**src/sv/ucrf_pkg.sv**
```systemverilog
package ucrf_pkg;

   localparam int unsigned BUFFER_BYTES = 1048576;

   localparam int unsigned BYTE_W  = 8;
   localparam int unsigned PORT_W  = 16;
   localparam int unsigned POS_W   = 16;
   localparam int unsigned IHW_W   = 4;
   localparam int unsigned HOFS_W  = 6;
   localparam int unsigned MAGIC_W = 32;
   localparam int unsigned SIZE_W  = 13;
   localparam int unsigned BASE_W  = BYTE_W + SIZE_W;
   localparam int unsigned ADDR_W  = 20;
   localparam int unsigned FIT_W   = 25;
   localparam int unsigned CSR_IDX_W  = 2;
   localparam int unsigned CSR_DATA_W = 32;

   localparam logic [IHW_W-1:0]  IHL_MIN       = 4'd5;
   localparam logic [BYTE_W-1:0] UDP_PROTO     = 8'd17;
   localparam logic [POS_W-1:0]  PROTO_POS     = 16'd9;
   localparam logic [POS_W-1:0]  POS_MAX       = 16'hFFFF;
   localparam logic [POS_W-1:0]  PAYLOAD_OFS   = 16'd16;
   localparam logic [POS_W-1:0]  HDR_LAST      = 16'd15;
   localparam logic [SIZE_W-1:0] CHUNK_SIZE_RST = 13'd1024;

   // offsets from the start of the UDP header
   localparam logic [POS_W-1:0] REL_SPORT_HI = 16'd0;
   localparam logic [POS_W-1:0] REL_SPORT_LO = 16'd1;
   localparam logic [POS_W-1:0] REL_DPORT_HI = 16'd2;
   localparam logic [POS_W-1:0] REL_DPORT_LO = 16'd3;
   localparam logic [POS_W-1:0] REL_LEN_HI   = 16'd4;
   localparam logic [POS_W-1:0] REL_LEN_LO   = 16'd5;
   localparam logic [POS_W-1:0] REL_MAGIC0   = 16'd8;
   localparam logic [POS_W-1:0] REL_MAGIC1   = 16'd9;
   localparam logic [POS_W-1:0] REL_MAGIC2   = 16'd10;
   localparam logic [POS_W-1:0] REL_MAGIC3   = 16'd11;
   localparam logic [POS_W-1:0] REL_INDEX    = 16'd14;
   localparam logic [POS_W-1:0] REL_TOTAL    = 16'd15;

   localparam logic [CSR_IDX_W-1:0] CSR_LISTEN_PORT = 2'd0;
   localparam logic [CSR_IDX_W-1:0] CSR_MAGIC_WORD  = 2'd1;
   localparam logic [CSR_IDX_W-1:0] CSR_CHUNK_SIZE  = 2'd2;

   typedef struct packed {
      logic [PORT_W-1:0]  listen_port;
      logic [MAGIC_W-1:0] magic_word;
      logic [SIZE_W-1:0]  chunk_size;
   } cfg_type;

   typedef struct packed {
      logic              write_enable;
      logic [ADDR_W-1:0] write_address;
      logic [BYTE_W-1:0] write_data;
      logic              packet_done;
      logic              packet_taken;
      logic              tensor_complete;
      logic [PORT_W-1:0] reply_port;
   } result_type;

endpackage

```
**src/sv/ucrf_intf.sv**
```systemverilog
interface ucrf_req_if;
   logic                             valid;
   logic                             ready;
   logic [ucrf_pkg::BYTE_W-1:0]      packet_byte;
   logic                             end_of_packet;
   modport source (output valid, packet_byte, end_of_packet, input ready);
   modport sink (input valid, packet_byte, end_of_packet, output ready);
endinterface

interface ucrf_rsp_if;
   logic                             valid;
   logic                             ready;
   logic                             write_enable;
   logic [ucrf_pkg::ADDR_W-1:0]      write_address;
   logic [ucrf_pkg::BYTE_W-1:0]      write_data;
   logic                             packet_done;
   logic                             packet_taken;
   logic                             tensor_complete;
   logic [ucrf_pkg::PORT_W-1:0]      reply_port;
   modport source (output valid, write_enable, write_address, write_data, packet_done,
                   packet_taken, tensor_complete, reply_port, input ready);
   modport sink (input valid, write_enable, write_address, write_data, packet_done,
                 packet_taken, tensor_complete, reply_port, output ready);
endinterface

interface ucrf_csr_if;
   logic                             valid;
   logic                             ready;
   logic [ucrf_pkg::CSR_IDX_W-1:0]   index;
   logic [ucrf_pkg::CSR_DATA_W-1:0]  data;
   modport source (output valid, index, data, input ready);
   modport sink (input valid, index, data, output ready);
endinterface

```
**src/sv/udp_chunk_receive_filter_top.sv**
```systemverilog
// UDP chunk receive filter.
// req_ch carries an IPv4 packet one byte per transfer, starting at the IP
// header, with end_of_packet on the last byte. rsp_ch returns exactly one
// result per input byte: a buffer write for chunk payload bytes, and on the
// last byte the verdict (packet_taken, tensor_complete). reply_port always
// shows the source port learned from the last accepted chunk header.
// csr_ch writes listen_port (0), magic_word (1) and chunk_size (2); other
// indexes are ignored. Write registers only while no byte is in flight.
// Each accepted byte is captured in the input register; the result register
// then loads its parsed result, which transfers on rsp_ch from there.
// Throughput: one byte per cycle while rsp_ch does not stall;
// the parse of each byte is a single pass between the two registers.
// When rsp_ch stalls, the result register holds and the input register
// fills; req_ch.ready drops only when both are occupied.
// Reset clears the packet parser, the learned port, both pipeline stages
// and the registers to their defaults (chunk_size 1024, others 0).
module udp_chunk_receive_filter_top (
   input logic       clock,
   input logic       reset,
   ucrf_req_if.sink  req_ch,
   ucrf_rsp_if.source rsp_ch,
   ucrf_csr_if.sink  csr_ch
);
   import ucrf_pkg::*;

   cfg_type    cfg_ff, cfg_in;
   logic       s1_valid_ff;
   logic [BYTE_W-1:0] s1_byte_ff;
   logic       s1_eop_ff;
   logic       rsp_valid_ff;
   result_type rsp_ff, result;
   logic       advance;

   assign advance       = s1_valid_ff && (!rsp_valid_ff || rsp_ch.ready);
   assign req_ch.ready  = !s1_valid_ff || advance;
   assign csr_ch.ready  = 1'b1;

   always_comb begin
      cfg_in = cfg_ff;
      if (csr_ch.valid) begin
         unique case (csr_ch.index)
            CSR_LISTEN_PORT: cfg_in.listen_port = csr_ch.data[PORT_W-1:0];
            CSR_MAGIC_WORD:  cfg_in.magic_word  = csr_ch.data[MAGIC_W-1:0];
            CSR_CHUNK_SIZE:  cfg_in.chunk_size  = csr_ch.data[SIZE_W-1:0];
            default: ;
         endcase
      end
   end

   ucrf_parser u_parser (
      .clock   (clock),
      .reset   (reset),
      .step    (advance),
      .byte_in (s1_byte_ff),
      .eop_in  (s1_eop_ff),
      .cfg     (cfg_ff),
      .cfg_nx  (cfg_in),
      .result  (result)
   );

   always_ff @(posedge clock) begin
      if (reset) begin
         cfg_ff.listen_port <= '0;
         cfg_ff.magic_word  <= '0;
         cfg_ff.chunk_size  <= CHUNK_SIZE_RST;
         s1_valid_ff        <= 1'b0;
         rsp_valid_ff       <= 1'b0;
      end else begin
         cfg_ff <= cfg_in;
         if (req_ch.valid && req_ch.ready) begin
            s1_valid_ff <= 1'b1;
         end else if (advance) begin
            s1_valid_ff <= 1'b0;
         end
         if (advance) begin
            rsp_valid_ff <= 1'b1;
         end else if (rsp_ch.ready) begin
            rsp_valid_ff <= 1'b0;
         end
      end
   end

   always_ff @(posedge clock) begin
      if (req_ch.valid && req_ch.ready) begin
         s1_byte_ff <= req_ch.packet_byte;
         s1_eop_ff  <= req_ch.end_of_packet;
      end
      if (advance) begin
         rsp_ff <= result;
      end
   end

   assign rsp_ch.valid           = rsp_valid_ff;
   assign rsp_ch.write_enable    = rsp_ff.write_enable;
   assign rsp_ch.write_address   = rsp_ff.write_address;
   assign rsp_ch.write_data      = rsp_ff.write_data;
   assign rsp_ch.packet_done     = rsp_ff.packet_done;
   assign rsp_ch.packet_taken    = rsp_ff.packet_taken;
   assign rsp_ch.tensor_complete = rsp_ff.tensor_complete;
   assign rsp_ch.reply_port      = rsp_ff.reply_port;

   a_reset_empties: assert property (@(posedge clock)
      reset |=> !s1_valid_ff && !rsp_valid_ff)
      else $error("pipeline not empty after reset");

   a_advance_fills: assert property (@(posedge clock) disable iff (reset)
      advance |=> rsp_valid_ff)
      else $error("result lost after advance");

   a_taken_on_done: assert property (@(posedge clock) disable iff (reset)
      rsp_valid_ff && rsp_ff.packet_taken |-> rsp_ff.packet_done)
      else $error("verdict outside last byte");

   a_complete_taken: assert property (@(posedge clock) disable iff (reset)
      rsp_valid_ff && rsp_ff.tensor_complete |-> rsp_ff.packet_taken)
      else $error("tensor complete on packet not taken");

endmodule

```
**src/sv/ucrf_parser.sv**
```systemverilog
module ucrf_parser (
   input  logic                          clock,
   input  logic                          reset,
   input  logic                          step,
   input  logic [ucrf_pkg::BYTE_W-1:0]   byte_in,
   input  logic                          eop_in,
   input  ucrf_pkg::cfg_type             cfg,
   input  ucrf_pkg::cfg_type             cfg_nx,
   output ucrf_pkg::result_type          result
);
   import ucrf_pkg::*;

   logic [POS_W-1:0]   pos_ff;
   logic [IHW_W-1:0]   ihw_ff, ihw_in;
   logic               udp_ff, udp_in;
   logic [PORT_W-1:0]  sport_ff, sport_in;
   logic               port_ok_ff, port_ok_in;
   logic [POS_W-1:0]   ulen_ff, ulen_in;
   logic               magic_ok_ff, magic_ok_in;
   logic [BYTE_W-1:0]  cidx_ff, cidx_in, cidx_nx;
   logic [BYTE_W-1:0]  ctot_ff, ctot_in;
   logic               fits_ff, fits_in;
   logic [PORT_W-1:0]  learned_ff, learned_in;
   logic [BASE_W-1:0]  base_ff, prod;
   logic [SIZE_W-1:0]  size_nx;

   logic [HOFS_W-1:0]  hofs;
   logic               ihl_ok, in_udp, checks, taken, we, below_end;
   logic [POS_W-1:0]   rel, ulen_m16, pay_ofs;
   logic [FIT_W-1:0]   fit_sum;

   assign ihw_in = (pos_ff == '0) ? byte_in[IHW_W-1:0] : ihw_ff;
   assign hofs   = {ihw_in, 2'b00};
   assign ihl_ok = ihw_in >= IHL_MIN;
   assign in_udp = pos_ff >= POS_W'(hofs);
   assign rel    = pos_ff - POS_W'(hofs);
   assign udp_in = (pos_ff == PROTO_POS) ? (byte_in == UDP_PROTO) : udp_ff;

   // base_ff always tracks chunk index times chunk size
   assign cidx_nx = !step ? cidx_ff : (eop_in ? '0 : cidx_in);
   assign size_nx = cfg_nx.chunk_size;
   assign prod    = BASE_W'(cidx_nx) * BASE_W'(size_nx);

   assign ulen_m16 = ulen_ff - PAYLOAD_OFS;
   assign fit_sum  = FIT_W'(prod) + FIT_W'(ulen_m16);

   always_comb begin
      sport_in    = sport_ff;
      port_ok_in  = port_ok_ff;
      ulen_in     = ulen_ff;
      magic_ok_in = magic_ok_ff;
      cidx_in     = cidx_ff;
      ctot_in     = ctot_ff;
      fits_in     = fits_ff;
      if (ihl_ok && in_udp) begin
         unique case (rel)
            REL_SPORT_HI: sport_in = {byte_in, 8'h00};
            REL_SPORT_LO: sport_in = {sport_ff[15:8], byte_in};
            REL_DPORT_HI: port_ok_in = byte_in == cfg.listen_port[15:8];
            REL_DPORT_LO: port_ok_in = port_ok_ff && (byte_in == cfg.listen_port[7:0]);
            REL_LEN_HI:   ulen_in = {byte_in, 8'h00};
            REL_LEN_LO:   ulen_in = {ulen_ff[15:8], byte_in};
            REL_MAGIC0:   magic_ok_in = byte_in == cfg.magic_word[31:24];
            REL_MAGIC1:   magic_ok_in = magic_ok_ff && (byte_in == cfg.magic_word[23:16]);
            REL_MAGIC2:   magic_ok_in = magic_ok_ff && (byte_in == cfg.magic_word[15:8]);
            REL_MAGIC3:   magic_ok_in = magic_ok_ff && (byte_in == cfg.magic_word[7:0]);
            REL_INDEX: begin
               cidx_in = byte_in;
               fits_in = (ulen_ff >= PAYLOAD_OFS) && (fit_sum <= FIT_W'(BUFFER_BYTES));
            end
            REL_TOTAL:    ctot_in = byte_in;
            default: ;
         endcase
      end
   end

   assign checks = ihl_ok && udp_in && port_ok_in && (ulen_in >= PAYLOAD_OFS) && magic_ok_in;
   assign learned_in = (ihl_ok && in_udp && rel == REL_TOTAL && checks) ? sport_in
                                                                       : learned_ff;
   assign taken     = ihl_ok && in_udp && (rel >= HDR_LAST) && checks;
   assign below_end = {1'b0, pos_ff} < ((POS_W+1)'(hofs) + {1'b0, ulen_in});
   assign we        = taken && fits_in && (rel >= PAYLOAD_OFS) && below_end
                      && (pos_ff != POS_MAX);
   assign pay_ofs   = rel - PAYLOAD_OFS;

   always_comb begin
      result.write_enable    = we;
      result.write_address   = we ? (base_ff[ADDR_W-1:0] + ADDR_W'(pay_ofs)) : '0;
      result.write_data      = we ? byte_in : '0;
      result.packet_done     = eop_in;
      result.packet_taken    = eop_in && taken;
      result.tensor_complete = eop_in && taken && fits_in
                               && ((9'(cidx_in) + 9'd1) == 9'(ctot_in));
      result.reply_port      = learned_in;
   end

   always_ff @(posedge clock) begin
      if (reset) begin
         pos_ff      <= '0;
         ihw_ff      <= '0;
         udp_ff      <= 1'b0;
         sport_ff    <= '0;
         port_ok_ff  <= 1'b0;
         ulen_ff     <= '0;
         magic_ok_ff <= 1'b0;
         cidx_ff     <= '0;
         ctot_ff     <= '0;
         fits_ff     <= 1'b0;
         learned_ff  <= '0;
         base_ff     <= '0;
      end else begin
         base_ff <= prod;
         if (step) begin
            learned_ff <= learned_in;
            if (eop_in) begin
               pos_ff      <= '0;
               ihw_ff      <= '0;
               udp_ff      <= 1'b0;
               sport_ff    <= '0;
               port_ok_ff  <= 1'b0;
               ulen_ff     <= '0;
               magic_ok_ff <= 1'b0;
               cidx_ff     <= '0;
               ctot_ff     <= '0;
               fits_ff     <= 1'b0;
            end else begin
               if (pos_ff != POS_MAX) begin
                  pos_ff <= pos_ff + 16'd1;
               end
               ihw_ff      <= ihw_in;
               udp_ff      <= udp_in;
               sport_ff    <= sport_in;
               port_ok_ff  <= port_ok_in;
               ulen_ff     <= ulen_in;
               magic_ok_ff <= magic_ok_in;
               cidx_ff     <= cidx_in;
               ctot_ff     <= ctot_in;
               fits_ff     <= fits_in;
            end
         end
      end
   end

endmodule
```
**src/flat_wrapper.sv**
```systemverilog
// flat-port wrapper written by rule: the top's interface ports become plain ports
module udp_chunk_receive_filter_top_flat import ucrf_pkg::*;
  (clock, reset, req_ch_valid, req_ch_packet_byte, req_ch_end_of_packet, req_ch_ready, rsp_ch_valid, rsp_ch_write_enable, rsp_ch_write_address, rsp_ch_write_data, rsp_ch_packet_done, rsp_ch_packet_taken, rsp_ch_tensor_complete, rsp_ch_reply_port, rsp_ch_ready, csr_ch_valid, csr_ch_index, csr_ch_data, csr_ch_ready);
  ucrf_req_if req_ch_i ();
  ucrf_rsp_if rsp_ch_i ();
  ucrf_csr_if csr_ch_i ();
  input logic clock;
  input logic reset;
  input wire logic [$bits(req_ch_i.valid)-1:0] req_ch_valid;
  input wire logic [$bits(req_ch_i.packet_byte)-1:0] req_ch_packet_byte;
  input wire logic [$bits(req_ch_i.end_of_packet)-1:0] req_ch_end_of_packet;
  output wire logic [$bits(req_ch_i.ready)-1:0] req_ch_ready;
  output wire logic [$bits(rsp_ch_i.valid)-1:0] rsp_ch_valid;
  output wire logic [$bits(rsp_ch_i.write_enable)-1:0] rsp_ch_write_enable;
  output wire logic [$bits(rsp_ch_i.write_address)-1:0] rsp_ch_write_address;
  output wire logic [$bits(rsp_ch_i.write_data)-1:0] rsp_ch_write_data;
  output wire logic [$bits(rsp_ch_i.packet_done)-1:0] rsp_ch_packet_done;
  output wire logic [$bits(rsp_ch_i.packet_taken)-1:0] rsp_ch_packet_taken;
  output wire logic [$bits(rsp_ch_i.tensor_complete)-1:0] rsp_ch_tensor_complete;
  output wire logic [$bits(rsp_ch_i.reply_port)-1:0] rsp_ch_reply_port;
  input wire logic [$bits(rsp_ch_i.ready)-1:0] rsp_ch_ready;
  input wire logic [$bits(csr_ch_i.valid)-1:0] csr_ch_valid;
  input wire logic [$bits(csr_ch_i.index)-1:0] csr_ch_index;
  input wire logic [$bits(csr_ch_i.data)-1:0] csr_ch_data;
  output wire logic [$bits(csr_ch_i.ready)-1:0] csr_ch_ready;
  assign req_ch_i.valid = req_ch_valid;
  assign req_ch_i.packet_byte = req_ch_packet_byte;
  assign req_ch_i.end_of_packet = req_ch_end_of_packet;
  assign req_ch_ready = req_ch_i.ready;
  assign rsp_ch_valid = rsp_ch_i.valid;
  assign rsp_ch_write_enable = rsp_ch_i.write_enable;
  assign rsp_ch_write_address = rsp_ch_i.write_address;
  assign rsp_ch_write_data = rsp_ch_i.write_data;
  assign rsp_ch_packet_done = rsp_ch_i.packet_done;
  assign rsp_ch_packet_taken = rsp_ch_i.packet_taken;
  assign rsp_ch_tensor_complete = rsp_ch_i.tensor_complete;
  assign rsp_ch_reply_port = rsp_ch_i.reply_port;
  assign rsp_ch_i.ready = rsp_ch_ready;
  assign csr_ch_i.valid = csr_ch_valid;
  assign csr_ch_i.index = csr_ch_index;
  assign csr_ch_i.data = csr_ch_data;
  assign csr_ch_ready = csr_ch_i.ready;
  udp_chunk_receive_filter_top u_core (.clock(clock), .reset(reset), .req_ch(req_ch_i), .rsp_ch(rsp_ch_i), .csr_ch(csr_ch_i));
endmodule
```
**config.mk**
```make
export PLATFORM = sky130hd
export DESIGN_NAME = udp_chunk_receive_filter_top_flat
export DESIGN_NICKNAME = d
export VERILOG_FILES = /design/src/sv/ucrf_pkg.sv /design/src/sv/ucrf_intf.sv /design/src/sv/udp_chunk_receive_filter_top.sv /design/src/sv/ucrf_parser.sv /design/src/flat_wrapper.sv
export SDC_FILE = /design/constraint.sdc
export NUM_CORES = 1
export LEC_CHECK = 0
export BUFFER_PORTS_ARGS = -buffer_cell sky130_fd_sc_hd__clkbuf_2
export CAP_MARGIN = 20
export CORE_MARGIN = 5
export CORE_UTILIZATION = 45
export DETAILED_ROUTE_END_ITERATION = 10
export GPL_ROUTABILITY_DRIVEN = 0
export GPL_TIMING_DRIVEN = 1
export SKIP_LAST_GASP = 1
export SYNTH_ARGS = -nofsm -noshare
export SYNTH_HDL_FRONTEND = slang
export SYNTH_HIERARCHICAL = 1
export SYNTH_SLANG_ARGS = --single-unit
export TNS_END_PERCENT = 20
```
**constraint.sdc**
```tcl
create_clock -name clock -period 18.3 [get_ports clock]
set_clock_uncertainty 0.1 [all_clocks]
set_input_delay 2.745 -clock clock [delete_from_list [all_inputs] [get_ports clock]]
set_output_delay 2.745 -clock clock [all_outputs]
set_load 0.02 [all_outputs]
```
==> results by stage, run 1 <==
Run status:
- The flow ran to the end, and the final reports show no timing, DRC or antenna violations.

Route:
- The pre-antenna-repair detailed-routing pass consisted of 6 iterations.
- The average wire per standard cell is about 19 µm.
- The total routed wirelength is 49770 µm.
- The remaining antenna violation count after routing is 0.
- Using the TritonRoute via totals, the vias-per-cell ratio works out to 5.730.
- The final route contains 14730 vias.
- After detailed routing, the wire length on met1 is about 22000 µm.
- The met3 wire length is approximately 3200 µm.
- For this run, design rule violations remaining after detail routing come to 0.
- After detailed routing, the met2 layer carries approximately 23000 µm of wire.
- For this block, the initial DRC count from the detailed router was 1119.
- The highest metal layer with signal wires is met4.

STA:
- The post-route clock period utilization is 83.31%.
- Based on the critical path, the design can be clocked at up to roughly 0.066 GHz.
- Across all hold checks on the routed design, the worst slack comes to 0.3558 ns.
- The count of final max-slew check failures is 0.
- Setup violations remaining at the end of the flow were counted as 0.
- Setup repair after global routing left no endpoint under its margin.
- In the final timing run, aggregate negative setup slack is 0 ns.
- The number of hold violations in the final report came to 0.
- The slew at the pin with the worst max-slew slack is about 1.1 ns.
- The minimum period implied by the final worst setup slack is roughly 15 ns.
- The worst slew margin relative to its limit is a little over a quarter.

Floorplan:
- During I/O placement, the number of pins put on the boundary was between 90 and 100.
- The overall die area is about 43000 µm².
- The width of the chip is 208.5 µm.
- The starting density of the core is 45.65%.
- In this run the vertical extent of the chip is around 210 µm.
- The placeable core region is 38830 µm².
- After floorplanning, the core was divided into 72 placement rows.

Cells and area:
- The library cell used most frequently in the layout, excluding fill and tap cells, is sky130_fd_sc_hd__nor2_1.
- From synthesis to final layout, the design area changed by 9.395%.
- Cells with a size suffix above 1 make up between 10% and 20% of the layout.
- At the end of the flow the core is filled with cells to around 50%.
- After routing the design area is 19390 µm².
- The diode insertion count for antenna repair is 0.
- The final layout contains approximately 2300 nets.
- In the layout the commonest cells are 194 x sky130_fd_sc_hd__nor2_1, 171 x sky130_fd_sc_hd__dfxtp_1, 141 x sky130_fd_sc_hd__inv_1, 115 x sky130_fd_sc_hd__nand2b_1, 111 x sky130_fd_sc_hd__nand2_1.

Critical path:
- The delay of the slowest critical-path stage is between 0.8 and 0.9 ns.
- The slack of the worst reg-to-reg path is 3.05 ns.
- The number of cells traversed by the worst register-to-register path is 51.
- STA classifies the critical path startpoint as a flip-flop.
- The worst setup path is captured at a flip-flop.
- For the worst setup path, the data arrival time is 15.54 ns.
- The worst register-to-register path begins at u_core/u_parser/pos_ff[1].
- The critical path startpoint is u_core/u_parser/pos_ff[1].
- The endpoint of the worst-slack reg-to-reg timing path is u_core/rsp_ch.write_address[9].
- The data required time of the critical path is approximately 19 ns.
- In this run the worst path has a maximum fanout of 14.
- The worst setup path category is flip-flop to flip-flop.
- The library cell contributing the largest single delay on the critical path is sky130_fd_sc_hd__o22ai_1.
- The most critical setup path has its endpoint at u_core/rsp_ch.write_address[9].

Placed design:
- The count of buffers from port buffering is 97.
- Detailed placement ended at an HPWL of approximately 37000 µm.
- The post-placement cell area is about 19000 µm².

Global routing:
- The total congestion overflow is 0.
- The number of global-route vias before repair is 14510.
- The maximum number of pins on one net before global-route repair is 91.
- The initial antenna violation count is 0.
- The combined global-route utilization of all metal layers is roughly 22%.
- The first-pass GRT wire length is about 80000 µm.

Clock network:
- The cell at the root of the clock tree is sky130_fd_sc_hd__clkbuf_16.
- The count of clock tree sinks is 228.
- The clock-pin slew reported for the worst setup and hold paths after clock tree synthesis is around 0.060 ns.
- The maximum root-to-sink buffer count is 3.
- Post-CTS timing repair inserted 0 buffers for setup.
- The clock reaches the later pin of the worst-skew pair after about 0.55 ns.
- The number of hold buffers added after CTS was 0.
- The count of H-tree levels built during CTS is 1.
- The number of gates resized after CTS was 0.
- TritonCTS built the clock tree.
- Counting the buffers created by CTS gives 27.

Job:
- The tool flagged a number of max-cap violations equal to 0.

Power and ir drop:
- For this design the ratio of total power to cell area is a little over 60 nW/µm².
- The logic gate share of total power is a little over a tenth.
- The worst ir drop on vdd is 0.06288 mV.
- Power comes to 1.180 mW.
- The internal power of the cells totals 869.4 µW.
- The portion of total power attributed to the clock network is about 44%.
- The part of the power in registers is a little under half.
- Of the total power, the share spent switching nets is a little over a quarter.
- In this run the power spent charging and discharging nets is 310.3 µW.
- In this run the static leakage power is between 8 and 9 nW.

Synthesis:
- The mean cell area of the mapped netlist is just under 9 µm².
- The count of yosys warnings during synthesis is 6.
- The netlist area before placement is 17720 µm².
- The post-synthesis instance total is 1992.
- When the netlist entered floorplanning its net count stood at between 2000 and 2500.

Worst hold path:
- The path type of the worst min-delay path is flip-flop to flip-flop.
## how the worst min path moves through the flow
stage / start / to / slack (ns) / depth (start not counted)
6_report: u_core/u_parser/fits_ff / u_core/u_parser/fits_ff / 0.36 / 2
5_1_grt: u_core/cfg_ff[21] / u_core/cfg_ff[21] / 0.39 / 2
4_1_cts: u_core/u_parser/fits_ff / u_core/u_parser/fits_ff / 0.35 / 2
3_5_place_dp: u_core/u_parser/fits_ff / u_core/u_parser/fits_ff / 0.34 / 2
3_3_place_gp: u_core/s1_valid_ff / u_core/rsp_ch.valid / 0.34 / 2
2_1_floorplan: u_core/u_parser/fits_ff / u_core/u_parser/fits_ff / 0.33 / 2
## flip-flops by register name (all words and copies together) (netlist names), 16 cells and up
signal                       flops
u_core/cfg_ff                   61
u_core/rsp_ch.reply_port        16
u_core/rsp_ch.write_address     20
u_core/u_parser/base_ff         20
u_core/u_parser/learned_ff      16
u_core/u_parser/pos_ff          16
u_core/u_parser/sport_ff        16
u_core/u_parser/ulen_ff         16
## cell type report
class | instances | area (µm²)
Fill cell | 3747 | 19440
Multi-Input combinational cell | 1516 | 11580
Sequential cell | 228 | 5135
Clock buffer | 30 | 686.9
Timing Repair Buffer | 119 | 653.1
Tap cell | 518 | 648.1
Inverter | 141 | 529.3
Clock inverter | 19 | 155.1
## metrics by stage
step	worst slack, ns	instances
2_1_floorplan	5.938	1992
3_3_place_gp	3.851	2521
3_5_place_dp	3.279	2521
4_1_cts	3.224	2570
5_1_grt	1.944	2571
6_report	3.053	2571
## layer usage
metal	up-vias	GRT usage (%)
li1	7036	-
met1	7135	30.26
met2	461	36.46
met3	99	3.434
met4	0	8.675
met5	-	0
## power by group through the flow
stage,Combinational [mW],Sequential [mW],Clock (mW)
final,0.129,0.533,0.518
after global routing,0.139,0.534,0.551
after CTS,0.128,0.533,0.534
after detailed placement,0.128,0.544,0
after global placement,0.126,0.544,0
after floorplan,0.0793,0.550,0
## worst max-delay path, delay by kind of cell, from the launching register on
kind                       cells  cell delay, ns
and+or+nand+nor               20            6.07
adders and majority gates      9            3.70
AOI/OAI and AO/OA             12            2.84
buffers and inverters          6            0.80
muxes                          2            0.66
xor gates and xnor gates       2            0.53
DFF                            1            0.40
(Power assumes the default switching activity.)
==> run 2: changes to the inputs <==
==> constraint.sdc (replaced) <==
create_clock -name clock -period 15.9 [get_ports clock]
set_clock_uncertainty 0.1 [all_clocks]
set_input_delay 2.385 -clock clock [delete_from_list [all_inputs] [get_ports clock]]
set_output_delay 2.385 -clock clock [all_outputs]
set_load 0.02 [all_outputs]
==> run 2 against run 1 <==
Compared with the run above: critical path depth grew 1; setup slack worse by 1.8 ns; non-clock buffer count fell by 1; largest cell class unchanged.
==> results by stage, run 2 (synthesis results as in run 1) <==
Critical path:
- The worst setup path category is flip-flop to flip-flop.
- The type of element launching the critical path is a flip-flop.
- The data required time of the critical path is ~16 ns.
- The worst-path maximum fanout is 14.
- The slowest stage of the critical path belongs to the cell sky130_fd_sc_hd__nor4_2.
- The worst setup path is captured at a flip-flop.
- The arrival time of data at the critical path endpoint is 14.98 ns.
- The delay of the slowest critical-path stage is roughly 0.67 ns.

Clock network:
- Counting along the longest clock path gives a buffer depth of 3.
- Post-CTS repair changed the size of 0 cells.
- In this run the post-CTS setup repair buffer count came out at 0.
- The count of H-tree levels built during CTS is 1.
- The count of clock tree sinks is between 200 and 250.
- The later pin in the worst-skew pair is clocked with a latency of ~0.56 ns.
- The count of hold buffers inserted by post-cts repair is 0.
- Clock-pin slew was measured on the worst setup and hold paths at around 0.06 ns.
- The number of buffers created by CTS is 28.
- The cell at the root of the clock tree is sky130_fd_sc_hd__clkbuf_16.
- The CTS tree is done.

Power and ir drop:
- The total power divided by cell area is a little over 70 nW/µm².
- The logic gate share of total power is a little over a tenth.
- In this run switching power makes up 25.60% of total power.
- The worst-case IR drop observed on VDD is 0.05658 mV.
- The share of total power dissipated in the clock network is a little under half.
- For this design the total switching power over the nets is around 360 µW.
- The cell-internal power is ~1.1 mW.
- The design draws 1.413 mW.
- Registers are responsible for approximately 44% of the overall power.
- In this run the static leakage power is 8.095 nW.

Route:
- Once detail routing completed, the nets flagged for antenna violations numbered 0.
- The total routed wirelength is approximately 50000 µm.
- In this run, the number of DRC markers left after iteration 0 of detailed routing was 1025.
- The number of vias after detailed routing is ~15000.
- In the routed design, unresolved DRC markers number 0.
- Dividing the detail-routed via count by the number of cells gives between 5 and 6.
- The number of search-and-repair iterations in the first detailed-routing pass is 7.
- The average wire per standard cell is approximately 19 µm.

Cells and area:
- The fraction of final layout cells with drive strength greater than 1 is a little under an eighth.
- The growth of design area from synthesis to finish is 10.07%.
- Fill cells in the final layout number roughly 3700.
- The diode insertion count for antenna repair is 0.
- The most frequent standard cell in the layout excluding fill and tap cells is sky130_fd_sc_hd__nor2_1.
- The final standard cell count with taps included and fillers excluded is between 2000 and 3000.
- After routing the design area is 19510 µm².
- In the final layout, the multi-input gates occupy between 10000 and 15000 µm².
- The sequential standard cell area is 5135 µm².
- The register with the most flip-flops in the final layout is u_core/cfg_ff.
- After the last flow step, the layout net total stands at between 2000 and 2500.
- The number of flip-flops under the largest register name is 61.
- The library cells used most frequently in the layout, excluding fill and tap cells, are 194 x sky130_fd_sc_hd__nor2_1, 171 x sky130_fd_sc_hd__dfxtp_1, 141 x sky130_fd_sc_hd__inv_1, 115 x sky130_fd_sc_hd__nand2b_1, 111 x sky130_fd_sc_hd__nand2_1.

Worst hold path:
- The worst hold path belongs to the class flip-flop to flip-flop.

Floorplan:
- 99 I/O pins were placed.
- The width of the chip is between 200 and 250 µm.
- The floorplan step defined a core boundary enclosing 38830 µm².
- The starting density of the core is a little under half.
- The die covers 43460 µm².
- The placement row count is between 70 and 80.
- The floorplan step set the die height to about 210 µm.

Placed design:
- After detailed placement, the total cell area comes to ~19000 µm².
- Once placement completed, the tool counted placed cells totaling ~2500.
- Input and output buffers added on the ports amount to 97.
- The placed wire-length estimate is between 30000 and 40000 µm.

Run status:
- The flow ran to the end, and the final reports show no timing, DRC or antenna violations.

STA:
- The count of final max-slew check failures is 0.
- The achievable frequency is roughly 0.068 GHz.
- The worst slew margin relative to its limit is about a third.
- The number of hold violations in the final report is 0.
- The setup violation total in the final timing report is 0.
- Setup repair after global routing left no endpoint under its margin.
- The final setup TNS is 0 ns.
- The post-route clock period utilization is between 90% and 100%.
- The minimum period implied by the final worst setup slack is approximately 15 ns.
- At the pin with the least slew margin, the transition time is slightly above 1 ns.

Job:
- Across the run, the number of max-cap violations was 0.

Global routing:
- After global routing the overflow that remains totals 0.
- The combined global-route utilization of all metal layers is a little under a quarter.
- The number of global-route vias before repair was 14710.
- The maximum number of pins on one net before global-route repair is approximately 110.
- The first global-routing pass estimated around 80000 µm of wire.
- The initial antenna violation count is 1.
## run 2: cell types whose count changed in the layout (fill, tap and decap cells not counted), sizes merged
cell,change
buf,-2
clkinvlp,+1
clkinv,-11
inv,+2
clkbuf,+12
## run 2: area by class of cell
class                      instances  share of cell area [%]
clock buffer                      41                   4.214
clock inverter                    11                  0.7183
inverter                         141                   2.713
multi-input combinational       1516                   59.37
sequential                       228                   26.32
tap                              518                   3.322
timing repair buffer             118                   3.341
## run 2: worst max-delay path: cells and delay by family (launching register included)
| kind | cells | cell delay [ns] |
|---|---|---|
| simple gates | 20 | 6.02 |
| fa+ha+maj | 9 | 3.62 |
| xor+xnor | 2 | 0.54 |
| compound gates | 13 | 2.38 |
| flops | 1 | 0.39 |
| buf+inv | 6 | 0.77 |
| mux | 2 | 0.68 |
## run 2: path summary, 6_finish.rpt
kind	startpoint	to	slack (ns)	depth (start not counted)
worst min-delay path	u_core/s1_valid_ff	u_core/rsp_ch.valid	0.36	2
worst max register to register	u_core/u_parser/pos_ff[1]	u_core/rsp_ch.write_address[9]	1.21	52
worst min register to register	u_core/s1_valid_ff	u_core/rsp_ch.valid	0.36	2
worst max-delay path	u_core/u_parser/pos_ff[1]	u_core/rsp_ch.write_address[9]	1.21	52
## run 2: routing by layer
metal | track usage [%] | wire, µm | vias up
li1 | - | - | 7045
met1 | 30.27 | 22050 | 7128
met2 | 37.45 | 23210 | 428
met3 | 2.832 | 2756 | 95
met4 | 8.109 | 1902 | 0
met5 | 0 | 0 | -
## run 2: power groups by stage
stage          sequential [mW]  clock, mW  combinational [mW]
2_1_floorplan            0.633          0              0.0912
3_3_place_gp             0.627          0               0.144
3_5_place_dp             0.627          0               0.145
4_1_cts                  0.615      0.667               0.146
5_1_grt                  0.616      0.693               0.159
6_report                 0.614      0.651               0.148
## run 2: per-stage QoR
stage               hold slack, ns  worst slack (ns)  utilization, %
detailed placement          0.3495             1.382           47.73
global placement            0.3408             2.066           47.73
floorplan                   0.3321             3.898               -
finish                      0.3608             1.215           50.24
CTS                         0.3574             1.329           50.21
global route                0.3927            0.1104           50.24
